[config.mk]
export PLATFORM = sky130hd
export DESIGN_NAME = tdp_sqrt
export DESIGN_NICKNAME = d
export VERILOG_FILES = /design/src/hw/rtl/tdp_sqrt.sv
export SDC_FILE = /design/constraint.sdc
export NUM_CORES = 2
export LEC_CHECK = 0
export CAP_MARGIN = 40
export CORE_MARGIN = 2
export CORE_UTILIZATION = 60
export DETAILED_ROUTE_END_ITERATION = 10
export DONT_BUFFER_PORTS = 1
export GPL_ROUTABILITY_DRIVEN = 0
export GPL_TIMING_DRIVEN = 0
export PLACE_DENSITY = 0.87
export SLEW_MARGIN = 20
export SYNTH_ARGS = -nofsm -noshare
export SYNTH_HDL_FRONTEND = slang
export SYNTH_SLANG_ARGS = --single-unit
[constraint.sdc]
create_clock -name clock -period 6.42 [get_ports clock]
set_clock_uncertainty 0.2 [all_clocks]
set_input_delay 0.321 -clock clock [delete_from_list [all_inputs] [get_ports clock]]
set_output_delay 0.321 -clock clock [all_outputs]
set_load 0.02 [all_outputs]
[src/hw/rtl/tdp_sqrt.sv]
// Pipelined integer square root of a 64-bit value, one root bit per stage,
// with a sideband that travels with each beat. Depends on nothing.
module tdp_sqrt #(
   parameter int SIDE_W = 1
) (
   input  logic              clock,
   input  logic              reset,
   input  logic              en,
   input  logic              in_valid,
   input  logic [63:0]       rad,
   input  logic [SIDE_W-1:0] side_in,
   output logic              out_valid,
   output logic [31:0]       root,
   output logic [SIDE_W-1:0] side_out
);

   logic [31:0]       v_ff;
   logic [33:0]       rem_ff  [31];
   logic [63:0]       rest_ff [31];
   logic [31:0]       root_ff [32];
   logic [SIDE_W-1:0] side_ff [32];

   always_ff @(posedge clock) begin
      if (reset) begin
         v_ff <= '0;
      end else if (en) begin
         v_ff <= {v_ff[30:0], in_valid};
      end
   end

   for (genvar j = 0; j < 32; j++) begin : g_stage
      logic [33:0]       prem;
      logic [31:0]       proot;
      logic [63:0]       prest;
      logic [SIDE_W-1:0] pside;
      logic [35:0]       cur;
      logic [35:0]       trial;
      logic [35:0]       diff;
      logic              take;

      if (j == 0) begin : g_first
         assign prem  = '0;
         assign proot = '0;
         assign prest = rad;
         assign pside = side_in;
      end else begin : g_next
         assign prem  = rem_ff[j-1];
         assign proot = root_ff[j-1];
         assign prest = rest_ff[j-1];
         assign pside = side_ff[j-1];
      end

      assign cur   = {prem, prest[63:62]};
      assign trial = 36'({proot, 2'b01});
      assign diff  = cur - trial;
      assign take  = cur >= trial;

      always_ff @(posedge clock) begin
         if (en) begin
            root_ff[j] <= {proot[30:0], take};
            side_ff[j] <= pside;
         end
      end

      if (j < 31) begin : g_carry
         always_ff @(posedge clock) begin
            if (en) begin
               rem_ff[j]  <= take ? diff[33:0] : cur[33:0];
               rest_ff[j] <= {prest[61:0], 2'b00};
            end
         end
      end
   end

   assign out_valid = v_ff[31];
   assign root      = root_ff[31];
   assign side_out  = side_ff[31];

endmodule

==> metrics.md <==
| Metric | Value |
|---|---|
| Slew margin rel. | 27.9% |
| CP endpoint kind | flop |
| Avg Cell Area, Syn | around 13 sq um |
| CTS tree | yes |
| Least-Margin Pin Slew | 1.08 ns |
| RSZ-0062 raised after global routing | false |
| First-pass GRT wire length | 397 mm |
| Share of cells above drive strength 1 | about 5.8% |
| Post-synth top flop | edfxtp_1 |
| Routed WL | 253 mm |
| CP Class | input port to flop |
| Setup-failing EPs final | 0 |
| Startpoint Class | input port |
| # Max-Cap Violations | 0 |
| Vias | 76400 |
| Routed WL per cell | about 20 microns |
| Post-synth ARST share | 0% |
| Clk buf depth | 4 |
| Area Growth Syn to Fin | 11.7% |
| Most frequent cells in the layout | 2555 x edfxtp_1, 694 x inv_1, 616 x nor2_1 |
| CTS H-tree lvls | 5 |
| Clk slew on worst S/H paths | roughly 0.060 ns |
| Initial antenna violation count | 3 |
| Total track usage | 24.4% |
| Pwr Density | 360 nW/um^2 |
| Fin. Hold Viols | 0 |
| Grt met2 use | a little over two fifths |
| GR peak layer | met2 |
| Global Route met3 Usage | 4.28% |
| Die H | 450 microns |
| Syn_nets | 9781 |
| Starting DRT DRC Count | 8998 |
| Final core occ | 67.4% |
| Cell area after synthesis | 119000 sq um |
| Number of remaining DRC errors | 0 |
| Max Freq | 193 MHz |
| Die ar. | 202000 sq um |
| CP required | about 6.8 ns |
| Number of synthesized register bits | ~2600 |
| Worst-path fanout max | 223 |
| Die Wd | 450 microns |
| Number of flops mapped to enable cells by yosys | 2555 |
| Antenna-violating nets left | 0 |
| Post-Synthesis Cells | 9150 |
| I/O Pins | 103 |
| Grt met1 use | 29.0% |
| Drt pass-1 iters | 10 |
| Row count | 163 |
| Remaining Overflow, GRT | 0 |
| Max VDD drop | 0.369 mV |
| Leakage | 50.5 nW |
| Crit path arrival time | 5.51 ns |
| Sequential-to-total area share from yosys stat | 64.9% |
| Skew-Pair Late Insertion Delay | 0.92 ns |
| Status | finished clean |
| Most common cell after layout, fill and taps aside | edfxtp_1 |
| Tmin final | 5.18 ns |
| Worst Hold Class | input port to flop |
| Root Driver | clkbuf_16 |
| Port bufs | 0 |
| NumNets Final | slightly above 10000 |
| Netlist cell types | 88 |
| Max-slew violations | 0 |
| Core box area | 197000 sq um |
| Clock sink count | 2587 |
| Yosys warns | 0 |
| DPL Wire Length | 164 mm |
| Via/cell ratio | 6.14 |
| Setup_tns | 0 ns |
| Vias in the first global route | 76100 |
| Initial core utilization | approximately three fifths |
| Largest net degree at the start of global routing | between 200 and 300 |
| Period utilization | 80.6% |
| TritonCTS Buffers | 281 |
| Post-CTS setup buffer count | 0 |
-- metrics by stage --
stage	hold WS, ns	cells	setup WS, ns	area (sq um)	total power (W)
finish	0.152	12400	1.24	133000	0.0479
global route	0.118	12400	0.901	133000	0.0498
CTS	0.0917	12400	1.45	133000	0.0478
detailed placement	0.198	11800	1.30	123000	0.0322
global placement	0.195	11800	1.58	123000	0.0313
floorplan	0.193	9150	2.72	119000	0.0293
-- flip-flops by register name (all words and copies together), names as in the netlist --
register	cells
side_ff	32
v_ff	32
rest_ff	992
root_ff	528
rem_ff	1003
-- synthesized netlist by cell type (46+ instances only) --
cell type / n / area share (%)
a211oi_1: 48 / 0.30
a21o_1: 214 / 1.3
a21oi_1: 593 / 2.5
a31oi_1: 63 / 0.33
and3_1: 49 / 0.26
clkbuf_1: 166 / 0.52
edfxtp_1: 2555 / 64
ha_1: 562 / 5.9
inv_1: 694 / 2.2
mux2_2: 83 / 0.78
nand2_1: 588 / 1.9
nand2b_1: 104 / 0.55
nand3_1: 142 / 0.60
nand4_1: 108 / 0.57
nor2_1: 616 / 1.9
nor2b_1: 72 / 0.38
nor3_1: 197 / 0.83
nor4_1: 129 / 0.68
o21a_1: 90 / 0.57
o21ai_0: 430 / 1.8
o21bai_1: 46 / 0.29
o31ai_1: 52 / 0.33
or3_1: 85 / 0.45
or4_1: 58 / 0.37
xnor2_1: 440 / 3.2
xor2_1: 421 / 3.1
-- where the power goes --
part	switching, W	total (W)	leakage, nW	internal, W
combinational	0.00581	0.00977	21.5	0.00396
sequential	0.00140	0.0227	24.8	0.0213
clock	0.00638	0.0154	4.21	0.00907
-- worst paths after layout --
path / from / end / slack, ns / cells past startpoint
worst max register to register: root_ff[1][416] / rem_ff[1][498] / 1.46 / 13
worst max-delay path: en / root_ff[1][460] / 1.24 / 7
worst min-delay path: en / rest_ff[0][17] / 0.15 / 1
worst min register to register: rest_ff[0][613] / rest_ff[0][677] / 0.18 / 0
-- layout make-up --
cell class	instances	area [sq um]
plain buffers	195	753
flip-flops and latches	2587	77400
clock buffers	332	7390
fillers	12700	64300
diodes	2	5.00
multi-input cells	5671	38500
repair buffers	171	1900
inverters	697	2620
clock inverters	141	1270
well taps	2640	3300
-- logic make-up (layout without fill, tap and decap cells) --
| kind of cell | count (synthesis) | after routing | synth area share (%) |
|---|---|---|---|
| flops | 2587 | 2587 | 64.9 |
| other cells | 1 | 3 | 0.00314 |
| compound gates | 1783 | 1783 | 9.24 |
| buf+inv | 892 | 1536 | 2.83 |
| xor+xnor | 861 | 861 | 6.32 |
| mux | 127 | 127 | 1.15 |
| simple gates | 2337 | 2337 | 9.68 |
| fa+ha+maj | 562 | 562 | 5.90 |
-- metal layers --
metal	part of all wire (%)	up-vias
li1	-	34800
met1	37	36500
met2	50	4071
met3	7.7	986
met4	5.6	2
met5	0.0051	-
-- critical path, stage by stage --
cell           delay [ns]
dlygate4sd3_1        0.75
buf_16               0.47
buf_16               0.52
buf_16               0.69
buf_16               0.76
buf_16               0.75
buf_16               0.53
-- what timing repair did --
| action | in CTS | in global routing |
|---|---|---|
| gates resized for setup | 0 | 0 |
| hold buffers | 138 | 0 |
| hold endpoints to repair | 115 | 0 |
(Power assumes the default switching activity.)
