**config.mk**
```make
export PLATFORM = sky130hd
export DESIGN_NAME = tdp_div
export DESIGN_NICKNAME = d
export VERILOG_FILES = /design/src/hw/rtl/tdp_div.sv
export SDC_FILE = /design/constraint.sdc
export NUM_CORES = 2
export LEC_CHECK = 0
export BUFFER_PORTS_ARGS = -buffer_cell sky130_fd_sc_hd__buf_2
export CORE_MARGIN = 2
export CORE_UTILIZATION = 50
export CTS_CLUSTER_DIAMETER = 50
export DETAILED_ROUTE_END_ITERATION = 8
export PLACE_DENSITY_LB_ADDON = 0.25
export SLEW_MARGIN = 40
export SYNTH_ARGS = -nofsm -noshare
export SYNTH_HDL_FRONTEND = slang
export SYNTH_SLANG_ARGS = --single-unit
```
**constraint.sdc**
```tcl
create_clock -name clock -period 4.1 [get_ports clock]
set_clock_uncertainty 0.05 [all_clocks]
set_input_delay 0.41 -clock clock [delete_from_list [all_inputs] [get_ports clock]]
set_output_delay 0.41 -clock clock [all_outputs]
set_load 0.02 [all_outputs]
```
**src/hw/rtl/tdp_div.sv**
```systemverilog
// Pipelined restoring divider, one quotient bit per stage, with overflow flag
// and a sideband that travels with each beat. Depends on nothing.
module tdp_div #(
   parameter int NUM_W  = 53,
   parameter int DEN_W  = 32,
   parameter int QW     = 21,
   parameter int SIDE_W = 1
) (
   input  logic              clock,
   input  logic              reset,
   input  logic              en,
   input  logic              in_valid,
   input  logic [NUM_W-1:0]  num,
   input  logic [DEN_W-1:0]  den,
   input  logic [SIDE_W-1:0] side_in,
   output logic              out_valid,
   output logic [QW-1:0]     quo,
   output logic              ovf,
   output logic [SIDE_W-1:0] side_out
);

   localparam int HI_W = NUM_W - QW;
   localparam int CW   = (HI_W > DEN_W) ? HI_W : DEN_W;

   logic [QW:0]       v_ff;
   logic [QW:0]       ovf_ff;
   logic [DEN_W-1:0]  rem_ff  [QW+1];
   logic [DEN_W-1:0]  den_ff  [QW];
   logic [QW-1:0]     low_ff  [QW];
   logic [QW-1:0]     q_ff    [QW+1];
   logic [SIDE_W-1:0] side_ff [QW+1];
   logic [CW-1:0]     hi_ext;
   logic [CW-1:0]     den_ext;
   logic              hi_big;

   assign hi_ext  = CW'(num[NUM_W-1:QW]);
   assign den_ext = CW'(den);
   assign hi_big  = hi_ext >= den_ext;

   always_ff @(posedge clock) begin
      if (reset) begin
         v_ff <= '0;
      end else if (en) begin
         v_ff <= {v_ff[QW-1:0], in_valid};
      end
   end

   always_ff @(posedge clock) begin
      if (en) begin
         rem_ff[0]  <= hi_big ? '0 : DEN_W'(hi_ext);
         ovf_ff[0]  <= hi_big;
         low_ff[0]  <= num[QW-1:0];
         q_ff[0]    <= '0;
         den_ff[0]  <= den;
         side_ff[0] <= side_in;
      end
   end

   for (genvar j = 1; j <= QW; j++) begin : g_stage
      logic [DEN_W:0] trial;
      logic [DEN_W:0] diff;
      logic           take;

      assign trial = {rem_ff[j-1], low_ff[j-1][QW-1]};
      assign diff  = trial - {1'b0, den_ff[j-1]};
      assign take  = trial >= {1'b0, den_ff[j-1]};

      always_ff @(posedge clock) begin
         if (en) begin
            rem_ff[j]  <= take ? diff[DEN_W-1:0] : trial[DEN_W-1:0];
            q_ff[j]    <= {q_ff[j-1][QW-2:0], take};
            ovf_ff[j]  <= ovf_ff[j-1];
            side_ff[j] <= side_ff[j-1];
         end
      end

      if (j < QW) begin : g_carry
         always_ff @(posedge clock) begin
            if (en) begin
               low_ff[j] <= {low_ff[j-1][QW-2:0], 1'b0};
               den_ff[j] <= den_ff[j-1];
            end
         end
      end
   end

   assign out_valid = v_ff[QW];
   assign quo       = q_ff[QW];
   assign ovf       = ovf_ff[QW];
   assign side_out  = side_ff[QW];

endmodule

```
==> metrics.txt <==
Synth area leaders edfxtp_1 (56%), ha_1 (8.8%), a21oi_1 (3.3%); post-route cell area 0.114 mm²; vias in the first global route 66115; xor and xnor area share after synthesis 0.0473; critical-path maximum fanout 35; syn avg cell area around 12 µm²; kind of critical path reg -> reg; share of the yosys chip area belonging to registers 0.561; DP Area 0.105 mm²; nature of the critical path endpoint flop; cell mode on critical path o31ai_1; multiplexer share of the synthesized area 0.0305; die height 451 µm; Slew Viols, Final 0; largest net degree at the start of global routing 161; Slowest cell on crit path edfxtp_1; Yosys reg bits ~1900; Routed WL per cell 19.3 µm; worst-skew pair later-pin latency 870 ps; post-synth top area cell edfxtp_1; Synthesized Nets 9349; Post-Synth Adder-Cell Area 0.0922; htree depth 4; CORE AREA approximately 0.2 mm²; I/O Buffers 113; register area 0.0560 mm²; Post-synth EDFFs 1850; Arrival @ worst endpoint approximately 4600 ps; CTS buffer count 232; max-cap check violation count 0; minimum clock period ~4000 ps; Max VDD drop slightly below 0.5 mV; largest family of logic cells by synthesized area compound AO/OA/AOI/OAI gates; distinct cell type count after synthesis 103; GRT overflow 0; DIE WIDTH 451 µm; f_max approximately 0.25 GHz; Worst Setup Start Kind flop; Mapped Cells 8535; gr usage total 0.223; Cell Pwr Density 799 mW/mm²; Slew @ Worst Pin 899 ps; Leakage 0.0465 µW; Root Driver clkbuf_16; Fillers approximately 16000; Final period util 0.975; DRC 0; Worst-path clk slew about 60 ps; NumNets Final 9801; compound-cell area share of the yosys netlist 0.140; Initial DRC Count a little under 5000; TritonRoute pass-1 iters 6; CP cell instances inv_1 -> ha_1 -> nor2b_1 -> o31ai_1 -> a211oi_1 -> o31ai_1 -> a21oi_1 -> a211oi_2 -> o211ai_1 -> a211oi_4 -> buf_12 -> mux2_2; # IOs 114; setup TNS 0 ps; asr flop ratio synth 0; final antenna-violating net count 0; Finish-stage setup viols 0; gp weighted congestion 0.978; area grow syn2layout 13.9%; initial antenna violation count 2; total power 90800 µW; Post-synth top flop edfxtp_1; CTS Buffer Depth 3; top-area cell type share of the netlist area 0.556; area of the multi-input gates 0.0396 mm²; Mapped Area 0.0999 mm²; share of cells above drive strength 1 0.113; first-pass GRT wire length 360000 µm; row count around 160; Avg Vias per Cell around 5.6; Worst slew margin 0.397; DP HPWL 171000 µm; total die area 0.203 mm²; Crit path largest cell delay about 400 ps; type of the most critical hold path in -> reg; warnings from Yosys 0; commonest cells in the netlist edfxtp_1 (1850), inv_1 (869), ha_1 (704); simple-gate portion of the synthesized area 0.0853; CTS Sinks 1872; final core utilization 0.571; hold violation total from the final report 0; Critical Path RT 4650 ps; Via Count about 66000; TritonCTS clock tree done; status finished clean; final wirelength about 230000 µm; RSZ-0062 raised after global routing no; Initial Util 0.501; most common cell in the netlist edfxtp_1
[metal layers]
metal  up-vias  share of wire  GRT usage
li1      32235              -          -
met1     31782           0.41      0.276
met2      1600           0.50      0.387
met3       501          0.043     0.0309
met4         0          0.045     0.0979
met5         -              0          0
[what timing repair did]
| action | in CTS | in global routing |
|---|---|---|
| hold endpoints to repair | 148 | 0 |
| setup endpoints to repair | 1 | 33 |
| hold buffers | 90 | 0 |
| pin swaps | 0 | 2 |
| buffers inserted | 0 | 1 |
| resized for setup | 1 | 3 |
[state kept, by name (all words and copies together) (netlist names)]
name     count
v_ff        22
low_ff     231
ovf          1
rem_ff     672
ovf_ff      21
side_ff     22
q_ff       231
den_ff     672
[logic make-up (layout without fill, tap and decap cells)]
group           count (synthesis)  count (layout)
compound gates               2226            2226
flops                        1872            1872
simple gates                 1812            1812
buf+inv                      1096            1747
fa+ha+maj                     724             724
xor+xnor                      539             539
mux                           266             266
other cells                     0               5
[cell usage in the layout (no fill, tap or decap), drive strengths merged, types with 84 or more instances in the layout]
cell,netlist,layout
nor2,415,415
a21oi,671,671
nor3,104,104
xor2,239,239
o21bai,96,96
inv,872,916
nor2b,95,95
xnor2,300,300
nand4,105,105
clkinv,0,87
nand2,648,648
buf,99,352
nand3,123,123
dlygate4sd3,0,90
o21a,84,84
a21o,321,321
clkbuf,125,258
o21ai,597,597
ha,704,704
mux2,227,227
edfxtp,1850,1850
[layout make-up]
type                            count  share of cell area
Antenna cell                        5            0.000110
Clock buffer                      258              0.0519
Clock inverter                    175              0.0164
Inverter                          872              0.0288
Multi-Input combinational cell   5567               0.348
Sequential cell                  1872               0.492
Tap cell                         2656              0.0292
Timing Repair Buffer              442              0.0328
[power by group]
group          switching (µW)  total, µW  leakage [µW]  internal (µW)
Clock                    8430      20300       0.00374          11900
Sequential               2700      30500        0.0183          27800
Combinational           22600      40000        0.0245          17400
[worst paths after layout]
path | startpoint | to | slack, ps | cells after the start
max | den_ff[4][65] | rem_ff[4][100] | 100 | 12
min | num[20] | low_ff[0][20] | 200 | 2
max reg2reg | den_ff[4][65] | rem_ff[4][100] | 100 | 12
min reg2reg | q_ff[1][45] | q_ff[1][67] | 330 | 0
[through the flow]
step | hold slack, ps | setup slack, ps | instances
4_1_cts | 125 | 9.63 | 11840
5_1_grt | 161 | 7.51 | 11846
3_3_place_gp | 350 | -51.8 | 11314
3_5_place_dp | 355 | -37.2 | 11317
6_report | 201 | 101 | 11847
2_1_floorplan | 350 | 809 | 8535
[critical path, delay by kind of cell, from the launching register on]
| family | cells | cell delay [ps] |
|---|---|---|
| adder cells (fa/ha/maj) | 1 | 400 |
| AND/OR/NAND/NOR | 1 | 200 |
| flip-flops | 1 | 400 |
| AO/OA/AOI/OAI | 7 | 2040 |
| buffers and inverters | 2 | 280 |
| multiplexers | 1 | 360 |
Power figures use the tool's default switching activity.
